--- src/fbs_pkg.sv ---
// Package for the flash log end bisect search block.
// Holds widths, codes, phase type and the structs passed between modules.
`timescale 1ns / 1ps

package fbs_pkg;

    localparam int ADDR_BITS   = 24;
    localparam int RECORD_BITS = 23;
    localparam int RECLEN_BITS = 10;
    localparam int BYTE_BITS   = 8;
    localparam int PASS_BITS   = 8;
    localparam int PROD_BITS   = ADDR_BITS + RECLEN_BITS;
    localparam int CFG_IDX_BITS  = 2;
    localparam int CFG_DATA_BITS = 23;

    localparam logic [PASS_BITS-1:0] PASS_LIMIT = PASS_BITS'(200);
    localparam logic [BYTE_BITS-1:0] ERASED_RESET = 8'hFF;

    typedef enum logic [2:0] {
        PH_IDLE  = 3'd0,
        PH_FIRST = 3'd1,
        PH_LAST  = 3'd2,
        PH_MID   = 3'd3,
        PH_NEXT  = 3'd4
    } t_phase;

    typedef enum logic [1:0] {
        RK_READ    = 2'd0,
        RK_DONE    = 2'd1,
        RK_IGNORED = 2'd2
    } t_result_kind;

    typedef enum logic [1:0] {
        ST_FOUND   = 2'd0,
        ST_EMPTY   = 2'd1,
        ST_FULL    = 2'd2,
        ST_TIMEOUT = 2'd3
    } t_status;

    typedef enum logic [CFG_IDX_BITS-1:0] {
        CFG_RECORD_LENGTH = 2'd0,
        CFG_MAX_RECORDS   = 2'd1,
        CFG_ERASED_VALUE  = 2'd2
    } t_cfg_index;

    localparam logic REQ_START = 1'b0;

    typedef struct packed {
        logic                 req_type;
        logic [BYTE_BITS-1:0] read_byte;
    } t_item;

    typedef struct packed {
        logic [1:0]             result_kind;
        logic [ADDR_BITS-1:0]   read_address;
        logic [RECORD_BITS-1:0] last_record;
        logic [1:0]             status;
    } t_result;

    typedef struct packed {
        logic [RECLEN_BITS-1:0] record_length;
        logic [RECORD_BITS-1:0] max_records;
        logic [BYTE_BITS-1:0]   erased_value;
    } t_cfg;

endpackage

--- src/fbs_ifs.sv ---
// Channel interfaces for the flash log end bisect search block.
// Depends on fbs_pkg for payload widths.
`timescale 1ns / 1ps

interface fbs_req_if;
    logic                          valid;
    logic                          ready;
    logic                          req_type;
    logic [fbs_pkg::BYTE_BITS-1:0] read_byte;

    modport source (output valid, output req_type, output read_byte, input ready);
    modport sink   (input valid, input req_type, input read_byte, output ready);
endinterface

interface fbs_res_if;
    logic                            valid;
    logic                            ready;
    logic [1:0]                      result_kind;
    logic [fbs_pkg::ADDR_BITS-1:0]   read_address;
    logic [fbs_pkg::RECORD_BITS-1:0] last_record;
    logic [1:0]                      status;

    modport source (output valid, output result_kind, output read_address,
                    output last_record, output status, input ready);
    modport sink   (input valid, input result_kind, input read_address,
                    input last_record, input status, output ready);
endinterface

interface fbs_cfg_if;
    logic                              valid;
    logic                              ready;
    logic [fbs_pkg::CFG_IDX_BITS-1:0]  index;
    logic [fbs_pkg::CFG_DATA_BITS-1:0] data;

    modport source (output valid, output index, output data, input ready);
    modport sink   (input valid, input index, input data, output ready);
endinterface

--- src/fbs_in_stage.sv ---
// Input register of the search block: one transaction held until the core takes it.
// Depends on fbs_pkg and fbs_req_if.
`timescale 1ns / 1ps

module fbs_in_stage (
    input  logic           i_clk,
    input  logic           i_rst_n,
    fbs_req_if.sink        i_req,
    input  logic           i_take,
    output logic           o_valid,
    output fbs_pkg::t_item o_item
);

    logic           r_valid;
    fbs_pkg::t_item r_item;

    assign i_req.ready = !r_valid || i_take;

    always_ff @(posedge i_clk) begin
        if (!i_rst_n) begin
            r_valid <= 1'b0;
        end else if (i_req.ready) begin
            r_valid <= i_req.valid;
        end
    end

    always_ff @(posedge i_clk) begin
        if (i_req.ready && i_req.valid) begin
            r_item.req_type  <= i_req.req_type;
            r_item.read_byte <= i_req.read_byte;
        end
    end

    assign o_valid = r_valid;
    assign o_item  = r_item;

endmodule

--- src/fbs_search.sv ---
// Search state and the per-transaction step: bounds, pass count, probe address.
// Depends on fbs_pkg.
`timescale 1ns / 1ps

module fbs_search (
    input  logic             i_clk,
    input  logic             i_rst_n,
    input  logic             i_fire,
    input  fbs_pkg::t_item   i_item,
    input  fbs_pkg::t_cfg    i_cfg,
    output fbs_pkg::t_result o_result
);

    fbs_pkg::t_phase                  r_phase, n_phase;
    logic [fbs_pkg::RECORD_BITS-1:0]  r_low, n_low;
    logic [fbs_pkg::RECORD_BITS-1:0]  r_high, n_high;
    logic [fbs_pkg::RECORD_BITS-1:0]  r_probe, n_probe;
    logic                             r_probe_wr, n_probe_wr;
    logic [fbs_pkg::PASS_BITS-1:0]    r_pass, n_pass;

    logic                             w_start;
    logic                             w_written;
    logic                             w_timeout;
    logic                             w_found;
    logic [fbs_pkg::RECORD_BITS-1:0]  w_pass_low, w_pass_high;
    logic [fbs_pkg::RECORD_BITS:0]    w_sum_last, w_sum_next;
    logic [fbs_pkg::RECORD_BITS-1:0]  w_mid_last, w_mid_next;
    logic [fbs_pkg::ADDR_BITS-1:0]    w_rec;
    logic [fbs_pkg::PROD_BITS-1:0]    w_prod;
    logic [1:0]                       w_kind;
    logic [fbs_pkg::RECORD_BITS-1:0]  w_last;
    logic [1:0]                       w_status;

    assign w_start   = (i_item.req_type == fbs_pkg::REQ_START);
    assign w_written = (i_item.read_byte != i_cfg.erased_value);
    assign w_timeout = (r_pass >= fbs_pkg::PASS_LIMIT);

    // Pair outcome: both erased pulls the end down, both written pushes the
    // start up, written then erased is the end, a gap leaves the bounds alone.
    always_comb begin
        w_pass_low  = r_low;
        w_pass_high = r_high;
        w_found     = 1'b0;
        if (!r_probe_wr && !w_written) begin
            w_pass_high = r_probe;
        end else if (r_probe_wr && w_written) begin
            w_pass_low = r_probe;
        end else if (r_probe_wr && !w_written) begin
            w_found = 1'b1;
        end
    end

    assign w_sum_last = (fbs_pkg::RECORD_BITS+1)'(1) + {1'b0, i_cfg.max_records};
    assign w_mid_last = w_sum_last[fbs_pkg::RECORD_BITS:1];
    assign w_sum_next = {1'b0, w_pass_low} + {1'b0, w_pass_high};
    assign w_mid_next = w_sum_next[fbs_pkg::RECORD_BITS:1];

    // Next phase
    always_comb begin
        n_phase = r_phase;
        if (w_start) begin
            n_phase = fbs_pkg::PH_FIRST;
        end else begin
            case (r_phase)
                fbs_pkg::PH_FIRST: begin
                    n_phase = w_written ? fbs_pkg::PH_LAST : fbs_pkg::PH_IDLE;
                end
                fbs_pkg::PH_LAST: begin
                    n_phase = w_written ? fbs_pkg::PH_IDLE : fbs_pkg::PH_MID;
                end
                fbs_pkg::PH_MID: begin
                    n_phase = fbs_pkg::PH_NEXT;
                end
                fbs_pkg::PH_NEXT: begin
                    n_phase = (w_timeout || w_found) ? fbs_pkg::PH_IDLE : fbs_pkg::PH_MID;
                end
                default: begin
                    n_phase = fbs_pkg::PH_IDLE;
                end
            endcase
        end
    end

    // Datapath and result
    always_comb begin
        n_low      = r_low;
        n_high     = r_high;
        n_probe    = r_probe;
        n_probe_wr = r_probe_wr;
        n_pass     = r_pass;
        w_rec      = '0;
        w_kind     = fbs_pkg::RK_IGNORED;
        w_last     = '0;
        w_status   = fbs_pkg::ST_FOUND;
        if (w_start) begin
            n_pass     = '0;
            n_probe_wr = 1'b0;
            w_rec      = fbs_pkg::ADDR_BITS'(1);
            w_kind     = fbs_pkg::RK_READ;
        end else begin
            case (r_phase)
                fbs_pkg::PH_FIRST: begin
                    if (!w_written) begin
                        w_kind   = fbs_pkg::RK_DONE;
                        w_status = fbs_pkg::ST_EMPTY;
                    end else begin
                        w_rec  = {1'b0, i_cfg.max_records};
                        w_kind = fbs_pkg::RK_READ;
                    end
                end
                fbs_pkg::PH_LAST: begin
                    if (w_written) begin
                        w_kind   = fbs_pkg::RK_DONE;
                        w_last   = i_cfg.max_records;
                        w_status = fbs_pkg::ST_FULL;
                    end else begin
                        n_low   = fbs_pkg::RECORD_BITS'(1);
                        n_high  = i_cfg.max_records;
                        n_pass  = '0;
                        n_probe = w_mid_last;
                        w_rec   = {1'b0, w_mid_last};
                        w_kind  = fbs_pkg::RK_READ;
                    end
                end
                fbs_pkg::PH_MID: begin
                    n_probe_wr = w_written;
                    w_rec      = {1'b0, r_probe} + fbs_pkg::ADDR_BITS'(1);
                    w_kind     = fbs_pkg::RK_READ;
                end
                fbs_pkg::PH_NEXT: begin
                    n_low  = w_pass_low;
                    n_high = w_pass_high;
                    if (w_timeout) begin
                        w_kind   = fbs_pkg::RK_DONE;
                        w_status = fbs_pkg::ST_TIMEOUT;
                    end else if (w_found) begin
                        w_kind = fbs_pkg::RK_DONE;
                        w_last = r_probe;
                    end else begin
                        n_pass  = r_pass + fbs_pkg::PASS_BITS'(1);
                        n_probe = w_mid_next;
                        w_rec   = {1'b0, w_mid_next};
                        w_kind  = fbs_pkg::RK_READ;
                    end
                end
                default: begin
                    w_kind = fbs_pkg::RK_IGNORED;
                end
            endcase
        end
    end

    // Record to byte address; w_rec is zero whenever no read is issued
    assign w_prod = fbs_pkg::PROD_BITS'(w_rec) * fbs_pkg::PROD_BITS'(i_cfg.record_length);
    assign o_result = {w_kind, w_prod[fbs_pkg::ADDR_BITS-1:0], w_last, w_status};

    always_ff @(posedge i_clk) begin
        if (!i_rst_n) begin
            r_phase    <= fbs_pkg::PH_IDLE;
            r_low      <= '0;
            r_high     <= '0;
            r_probe    <= '0;
            r_probe_wr <= 1'b0;
            r_pass     <= '0;
        end else if (i_fire) begin
            r_phase    <= n_phase;
            r_low      <= n_low;
            r_high     <= n_high;
            r_probe    <= n_probe;
            r_probe_wr <= n_probe_wr;
            r_pass     <= n_pass;
        end
    end

endmodule

--- src/fbs_out_stage.sv ---
// Result register of the search block, drives the result channel.
// Depends on fbs_pkg and fbs_res_if.
`timescale 1ns / 1ps

module fbs_out_stage (
    input  logic             i_clk,
    input  logic             i_rst_n,
    input  logic             i_valid,
    input  fbs_pkg::t_result i_result,
    output logic             o_ready,
    fbs_res_if.source        o_res
);

    logic             r_valid;
    fbs_pkg::t_result r_result;

    assign o_ready = !r_valid || o_res.ready;

    always_ff @(posedge i_clk) begin
        if (!i_rst_n) begin
            r_valid <= 1'b0;
        end else if (o_ready) begin
            r_valid <= i_valid;
        end
    end

    always_ff @(posedge i_clk) begin
        if (o_ready && i_valid) begin
            r_result <= i_result;
        end
    end

    assign o_res.valid        = r_valid;
    assign o_res.result_kind  = r_result.result_kind;
    assign o_res.read_address = r_result.read_address;
    assign o_res.last_record  = r_result.last_record;
    assign o_res.status       = r_result.status;

endmodule

--- src/flash_log_end_bisect_search.sv ---
// Top level of the flash log end bisect search block: config registers and stages.
// Depends on fbs_pkg, the channel interfaces, fbs_in_stage, fbs_search, fbs_out_stage.
//
// Usage:
//   i_req carries requests: req_type 0 starts a search, 1 returns the byte read
//   from the address most recently issued. o_res gives exactly one transaction per
//   request: a read address (result_kind 0), a done with last_record and status
//   (result_kind 1), or an ignore (result_kind 2) for read data while idle.
//   i_cfg writes record_length (0), max_records (1), erased_value (2); it is
//   always ready and is meant to be written only while the block is idle.
//   Path: a request accepted on i_req waits in the input register, then passes
//   through the search step and one multiply into the result register once
//   that register can take it, and its result is then offered on o_res.
//   Throughput: one request per cycle while the result register can take it;
//   the search state updates in the same cycle the result register loads.
//   Reset: phase idle, bounds and pass count zero, registers at record_length 1,
//   max_records 1, erased_value 0xFF; no clearing pass.
//   A stalled o_res holds its result; i_req keeps accepting until both the
//   result and input registers are full, then ready drops.
`timescale 1ns / 1ps

module flash_log_end_bisect_search (
    input  logic      i_clk,
    input  logic      i_rst_n,
    fbs_req_if.sink   i_req,
    fbs_cfg_if.sink   i_cfg,
    fbs_res_if.source o_res
);

    fbs_pkg::t_cfg    r_cfg;
    logic             w_in_valid;
    fbs_pkg::t_item   w_item;
    logic             w_out_ready;
    logic             w_fire;
    fbs_pkg::t_result w_result;

    assign i_cfg.ready = 1'b1;

    always_ff @(posedge i_clk) begin
        if (!i_rst_n) begin
            r_cfg.record_length <= fbs_pkg::RECLEN_BITS'(1);
            r_cfg.max_records   <= fbs_pkg::RECORD_BITS'(1);
            r_cfg.erased_value  <= fbs_pkg::ERASED_RESET;
        end else if (i_cfg.valid) begin
            case (i_cfg.index)
                fbs_pkg::CFG_RECORD_LENGTH: begin
                    r_cfg.record_length <= i_cfg.data[fbs_pkg::RECLEN_BITS-1:0];
                end
                fbs_pkg::CFG_MAX_RECORDS: begin
                    r_cfg.max_records <= i_cfg.data[fbs_pkg::RECORD_BITS-1:0];
                end
                fbs_pkg::CFG_ERASED_VALUE: begin
                    r_cfg.erased_value <= i_cfg.data[fbs_pkg::BYTE_BITS-1:0];
                end
                default: begin
                end
            endcase
        end
    end

    assign w_fire = w_in_valid && w_out_ready;

    fbs_in_stage u_in_stage (
        .i_clk   (i_clk),
        .i_rst_n (i_rst_n),
        .i_req   (i_req),
        .i_take  (w_out_ready),
        .o_valid (w_in_valid),
        .o_item  (w_item)
    );

    fbs_search u_search (
        .i_clk    (i_clk),
        .i_rst_n  (i_rst_n),
        .i_fire   (w_fire),
        .i_item   (w_item),
        .i_cfg    (r_cfg),
        .o_result (w_result)
    );

    fbs_out_stage u_out_stage (
        .i_clk    (i_clk),
        .i_rst_n  (i_rst_n),
        .i_valid  (w_in_valid),
        .i_result (w_result),
        .o_ready  (w_out_ready),
        .o_res    (o_res)
    );

endmodule

--- src/flat_wrapper.sv ---
// flat-port wrapper written by rule: the top's interface ports become plain ports
module flash_log_end_bisect_search_flat 
  (i_clk, i_rst_n, i_req_valid, i_req_req_type, i_req_read_byte, i_req_ready, i_cfg_valid, i_cfg_index, i_cfg_data, i_cfg_ready, o_res_valid, o_res_result_kind, o_res_read_address, o_res_last_record, o_res_status, o_res_ready);
  fbs_req_if i_req_i ();
  fbs_cfg_if i_cfg_i ();
  fbs_res_if o_res_i ();
  input  logic i_clk;
  input  logic i_rst_n;
  input wire logic [$bits(i_req_i.valid)-1:0] i_req_valid;
  input wire logic [$bits(i_req_i.req_type)-1:0] i_req_req_type;
  input wire logic [$bits(i_req_i.read_byte)-1:0] i_req_read_byte;
  output wire logic [$bits(i_req_i.ready)-1:0] i_req_ready;
  input wire logic [$bits(i_cfg_i.valid)-1:0] i_cfg_valid;
  input wire logic [$bits(i_cfg_i.index)-1:0] i_cfg_index;
  input wire logic [$bits(i_cfg_i.data)-1:0] i_cfg_data;
  output wire logic [$bits(i_cfg_i.ready)-1:0] i_cfg_ready;
  output wire logic [$bits(o_res_i.valid)-1:0] o_res_valid;
  output wire logic [$bits(o_res_i.result_kind)-1:0] o_res_result_kind;
  output wire logic [$bits(o_res_i.read_address)-1:0] o_res_read_address;
  output wire logic [$bits(o_res_i.last_record)-1:0] o_res_last_record;
  output wire logic [$bits(o_res_i.status)-1:0] o_res_status;
  input wire logic [$bits(o_res_i.ready)-1:0] o_res_ready;
  assign i_req_i.valid = i_req_valid;
  assign i_req_i.req_type = i_req_req_type;
  assign i_req_i.read_byte = i_req_read_byte;
  assign i_req_ready = i_req_i.ready;
  assign i_cfg_i.valid = i_cfg_valid;
  assign i_cfg_i.index = i_cfg_index;
  assign i_cfg_i.data = i_cfg_data;
  assign i_cfg_ready = i_cfg_i.ready;
  assign o_res_valid = o_res_i.valid;
  assign o_res_result_kind = o_res_i.result_kind;
  assign o_res_read_address = o_res_i.read_address;
  assign o_res_last_record = o_res_i.last_record;
  assign o_res_status = o_res_i.status;
  assign o_res_i.ready = o_res_ready;
  flash_log_end_bisect_search u_core (.i_clk(i_clk), .i_rst_n(i_rst_n), .i_req(i_req_i), .i_cfg(i_cfg_i), .o_res(o_res_i));
endmodule
--- config.mk ---
export PLATFORM = sky130hd
export DESIGN_NAME = flash_log_end_bisect_search_flat
export DESIGN_NICKNAME = d
export VERILOG_FILES = /design/src/fbs_pkg.sv /design/src/fbs_ifs.sv /design/src/fbs_in_stage.sv /design/src/fbs_search.sv /design/src/fbs_out_stage.sv /design/src/flash_log_end_bisect_search.sv /design/src/flat_wrapper.sv
export SDC_FILE = /design/constraint.sdc
export NUM_CORES = 1
export LEC_CHECK = 0
export BUFFER_PORTS_ARGS = -buffer_cell sky130_fd_sc_hd__buf_2
export CORE_ASPECT_RATIO = 1.5
export CORE_UTILIZATION = 40
export CTS_BUF_LIST = sky130_fd_sc_hd__clkbuf_4 sky130_fd_sc_hd__clkbuf_8 sky130_fd_sc_hd__clkbuf_16
export DETAILED_ROUTE_END_ITERATION = 6
export PLACE_DENSITY = 0.55
export SETUP_SLACK_MARGIN = 0.4
export SLEW_MARGIN = 5
export SYNTH_ARGS = -nofsm -noshare
export SYNTH_HDL_FRONTEND = slang
export SYNTH_SLANG_ARGS = --single-unit
--- constraint.sdc ---
create_clock -name i_clk -period 9.6 [get_ports i_clk]
set_input_delay 0.96 -clock i_clk [delete_from_list [all_inputs] [get_ports i_clk]]
set_output_delay 0.96 -clock i_clk [all_outputs]
set_load 0.02 [all_outputs]
# Word level (Yosys, flattened, before mapping)
# Cells that the tools add are included.
[totals] in_bits=39 output_inout_bits=54 elab_cells=103 regBits=184
[classes] addsub=4 magnitude_cmp=1 multipliers=1 eq_ne=15 muxes=44 n_reduce_logical=21
[ops] cell="$mux 23" count=15
[ops] cell="$pmux 23 s2" count=4
[ops] cell="$pmux 24 s4" count=1
[ops] cell="$mux 8" count=4
[ops] cell="$add 1x23->24 const A" count=1
[ops] cell="$add 23x1->24 const B" count=1
[ops] cell="$add 23x23->24" count=1
[ops] cell="$mul 24x10->24" count=1
[ops] cell="$mux 24" count=1
[ops] cell="$pmux 8 s2" count=1
[ops] cell="$ne 3x3->1 const B" count=4
[ops] cell="$pmux 3 s4" count=1
[ops] cell="$mux 2" count=5
[ops] cell="$mux 1" count=9
[ops] cell="$add 8x1->8 const B" count=1
[ops] cell="$ge 8x8->1 const B" count=1
[ops] cell="$ne 2x2->1 const B" count=4
[ops] cell="$ne 8x8->1" count=1
[ops] cell="$pmux 2 s4" count=1
[ops] cell="$reduce_and 2->1" count=4
[ops] cell="$eq 3x2->1 const B" count=2
[ops] cell="$pmux 2 s3" count=1
[ops] cell="$reduce_and 6->1" count=1
[ops] cell="$logic_and 1x1->1" count=5
[ops] cell="other kinds (11)" count=16

# Depth between registers and ports, before layout
[depth] depth_word=11 mapped_depth=45 mapped_depth_nobuf=41

# Modules after synthesis
# A second synthesis with hierarchy kept.
[unflattened] hier_cells=1963 hier_area_um2=16454.5
[by_module_without_submodules] module="fbs_search" cells_each=1720 area_per_inst_um2=12876.1 instances=1 seq_area_each_um2=1621.6
[by_module_without_submodules] module="flash_log_end_bisect_search" cells_each=173 area_per_inst_um2=1661.6 instances=1 seq_area_each_um2=820.8
[by_module_without_submodules] module="fbs_out_stage" cells_each=56 area_per_inst_um2=1589.0 instances=1 seq_area_each_um2=1551.5
[by_module_without_submodules] module="fbs_in_stage" cells_each=14 area_per_inst_um2=327.8 instances=1 seq_area_each_um2=290.3

# Worst setup path after synthesis
# No wires, ideal clock.
[synth_timing] path_kind="register to register" startpoint="register u_core.u_in_stage.r_item, in the netlist u_core.u_in_stage.o_item[4]" endpoint="register u_core.u_out_stage.r_result, in the netlist u_core.u_out_stage.o_res.read_address[23] (data pin)" t_required_ps=9339 stages_incl_launch_ff=44 period_less_slack_ps=9812 t_arrival_ps=9551 slack_ps=-212 setup_ps=261 path_buffers=4 path_cell_list="edfxtp_1 > xor2_1 > nor4_1 > and2_1 > buf_4 > buf_6 > nand2b_1 > clkbuf_1 > clkbuf_1 > mux2_2 > ha_1 > and4_1 > nand2_1 > a21oi_1 > a311oi_2 > nand2_1 > a21o_1 > a21oi_1 > [8 not listed] > fa_1 > fa_1 > inv_1 > fa_1 > inv_1 > ha_1 > a21oi_1 > nor2_1 > nor2_1 > a31oi_1 > nor2_1 > o21ai_0 > o41a_1 > a211o_1 > a21o_1 > a21o_1 > xnor2_2 > xor2_1"
[synth_rtl] item="start: declaration" line="fbs_in_stage.sv:15" rtl="fbs_pkg::t_item r_item;"
[synth_rtl] item="end signal: assignment" line="fbs_out_stage.sv:29" rtl="r_result <= i_result;"
[synth_rtl] item="end: declaration" line="fbs_out_stage.sv:15" rtl="fbs_pkg::t_result r_result;"

==> flow_metrics.tcl <==
set metrics [dict create \
    status "finished, violations left" \
    violations "design-rule violations" \
    p_clk_share_pct 43.9 \
    routed_wl_mm 52.4 \
    finalWorstPathRequiredPeriod_ns 9.07 \
    htree_levels 4 \
    ios 93 \
    rsz0062_at_grt "true" \
    core_area_mm2 0.0401 \
    avgSynthCellArea_um2 8.38 \
    grtUsageTotal_pct 25.6 \
    grt_pass1_wl_mm 81.3 \
    hold_viol_final 0 \
    wl_per_cell_um 20.4 \
    final.setup_skew_ns 0.0146 \
    die_h_um 249 \
    yosys_register_bits 184 \
    drive_above_1_share_pct 18.1 \
    yosys_warnings 0 \
    path_delay_family "adder cells" \
    clock_path_buffers 2 \
    crit_fanout 5 \
    final_core_util_pct 46.6 \
    synth-async-reset-ratio_pct 0 \
    cap_violations 0 \
    worst_slew_pin_slew_ns 1.08 \
    critPathMostFrequentCell "fa_1" \
    seqPwrFrac_pct 49.9 \
    fin_area_mm2 0.0187 \
    netSwitchingPower_mw 0.459 \
    gp_congestion 0.927 \
    worst-path-buf-inv 8 \
    critPathSlowestCell "fa_1" \
    finalCritPeriodShare_pct 94.5 \
    drc 5 \
    syn-num-nets 2176 \
    diodes 0 \
    cts_tree "built" \
    max_freq_mhz 110 \
    pre_cts_ws_ns -0.125 \
    synth.yosys.seq_area_share_pct 26.4 \
    synth_area_mm2 0.0162 \
    antenna_found_initial 1 \
    placed_cells 2523 \
    start_util_pct 40.5 \
    first_iter_violations 675 \
    grt_pass1_vias 14400 \
    dp_hpwl_mm 39.7 \
    portBuffers 91 \
    setup_ws_ns 0.531 \
    stdcell_count 2569 \
    intPower_mw 1.23 \
    power_density_mw_per_mm2 90.2 \
    synth_top_flop_cell "dfxtp_1" \
    cts_sinks 184 \
    root_buffer "clkbuf_16" \
    finalPower_mw 1.69 \
    p_comb_share_pct 6.2 \
    finalSetupViolCount 0 \
    clkLatencyLatePin_ns 0.47 \
    ir_drop_mv 0.101 \
    dieArea_mm2 0.0414 \
    fin_nets 2288 \
    cts.clk_slew.worst_paths_ns 0.09 \
    critPathMaxStageDelay_ns 0.57 \
    synth_edf_count 60 \
    first_pass_iters 7 \
    p_sw_share_pct 27.2 \
    leakage_nw 7.27 \
    cp-end-kind "flip-flop" \
    slew_headroom_pct 27.0 \
    worstPathRequired_ns 9.81 \
    syn_to_final_growth_pct 15.0 \
    cp.arrival_ns 9.28 \
    ant_nets 0 \
    whs_ns 0.452 \
    placed_cell_area_mm2 0.0177 \
    die_w_um 167 \
    vias 14200 \
    hold_path.class "flip-flop to flip-flop" \
    ys_types 81 \
    path_class "flip-flop to flip-flop" \
    rows 90 \
    drv_slew 0 \
    synth_cells 1938 \
    viasPerCell 5.53 \
    startpoint_type "flip-flop" \
    cts_buffers 17 \
    grt-ovfl-total 0 \
    finalSetupTns_ns 0 \
    grt_max_degree 95 \
]
[logic make-up after synthesis]
logic type	count (synthesis)	synth area share, %
xor gates and xnor gates	98	5.54
DFF	184	26.4
and+or+nand+nor	782	22.5
other	1	0.0231
AOI/OAI and AO/OA	336	13.6
buffers and inverters	283	6.69
adders and majority gates	199	21.6
muxes	55	3.71
[routing by layer]
metal,global-route usage [%],up-vias,wire length (um)
li1,-,6714,-
met4,14.6,0,2790
met2,46.8,401,27500
met3,3.11,115,2290
met5,0,-,0
met1,28.4,6977,19800
[placed cells by master, fill, tap and decap left out, types with 6 or more instances in the layout]
cell type,Yosys,final
nand2_1,252,250
buf_4,2,117
nor3_1,33,31
mux2_2,42,40
a21oi_1,119,110
o21ai_0,46,43
a311oi_1,6,6
nand2b_1,14,13
mux2i_1,13,12
a21oi_2,2,11
xnor2_1,56,54
ha_1,64,58
and3_1,26,25
buf_2,8,91
a22oi_1,53,53
clkbuf_16,0,17
a211oi_1,13,11
fa_1,135,133
nor2_1,227,221
inv_1,163,157
and2_1,84,79
nand4_1,15,15
a21o_1,15,13
xor2_1,38,38
edfxtp_1,60,60
dfxtp_1,124,124
nor2b_1,15,15
o211ai_1,12,12
o21bai_1,10,8
or3_1,28,28
nand3_1,51,51
a31oi_1,8,6
[power by group through the flow]
stage | Combinational, mW | Sequential, mW | Clock (mW)
6_report | 0.104 | 0.842 | 0.740
5_1_grt | 0.112 | 0.844 | 0.785
4_1_cts | 0.104 | 0.841 | 0.759
3_5_place_dp | 0.102 | 0.860 | 0
3_3_place_gp | 0.102 | 0.859 | 0
2_1_floorplan | 0.0555 | 0.856 | 0
[cell type report]
cell class | instances | area [um2]
sequential | 184 | 4280
inverter | 163 | 613
clock inverter | 14 | 156
fill | 3930 | 21400
timing repair buffer | 213 | 1390
multi-input combinational | 1471 | 11200
tap | 506 | 633
clock buffer | 18 | 433
[registers in the layout (all words and copies together) (netlist names)]
| name | flops |
|---|---|
| u_core.u_in_stage.o_item | 9 |
| u_core.u_out_stage.o_res.valid | 1 |
| u_core.u_search.r_high | 23 |
| u_core.u_out_stage.o_res.status | 2 |
| u_core.u_search.r_probe_wr | 1 |
| u_core.r_cfg | 41 |
| u_core.u_search.r_low | 23 |
| u_core.u_search.r_probe | 23 |
| u_core.u_out_stage.o_res.read_address | 24 |
| u_core.u_in_stage.o_valid | 1 |
| u_core.u_search.r_pass | 8 |
| u_core.u_search.r_phase | 3 |
| u_core.u_out_stage.o_res.result_kind | 2 |
| u_core.u_out_stage.o_res.last_record | 23 |
[cell usage after synthesis (all sizes together), types with 34 or more instances]
| cell | instances | area [um2] |
|---|---|---|
| fa | 135 | 2700 |
| a21oi | 122 | 629 |
| inv | 163 | 612 |
| xnor2 | 58 | 523 |
| edfxtp | 60 | 1800 |
| nand3 | 53 | 275 |
| ha | 64 | 801 |
| a22oi | 53 | 398 |
| and2 | 85 | 534 |
| clkbuf | 106 | 398 |
| xor2 | 38 | 333 |
| nor3 | 34 | 175 |
| dfxtp | 124 | 2480 |
| nand2 | 252 | 946 |
| o21ai | 49 | 249 |
| nor2 | 227 | 852 |
| mux2 | 42 | 473 |
[final timing paths]
kind,end,cells past startpoint,start,slack [ns]
max,u_core.u_out_stage.o_res.read_address[23],41,u_core.u_in_stage.o_item[4],0.53
min,u_core.u_search.r_high[4],2,u_core.u_search.r_high[4],0.45
max reg2reg,u_core.u_out_stage.o_res.read_address[23],41,u_core.u_in_stage.o_item[4],0.53
min reg2reg,u_core.u_search.r_high[4],2,u_core.u_search.r_high[4],0.45
[worst register-to-register path, delay by kind of cell (launching register included)]
kind / cells / cell delay (ns)
compound gates: 11 / 2.01
fa+ha+maj: 7 / 2.97
xor+xnor: 4 / 0.55
simple gates: 10 / 1.62
mux: 1 / 0.33
buf+inv: 8 / 0.95
flops: 1 / 0.38
[what timing repair did]
| item | CTS | global route |
|---|---|---|
| cloned | 0 | 0 |
| buffers inserted | 8 | 6 |
| pin swaps | 45 | 24 |
| setup endpoints to repair | 7 | 8 |
| gates resized for setup | 44 | 23 |
| hold buffers | 0 | 0 |
(Power assumes the default switching activity.)
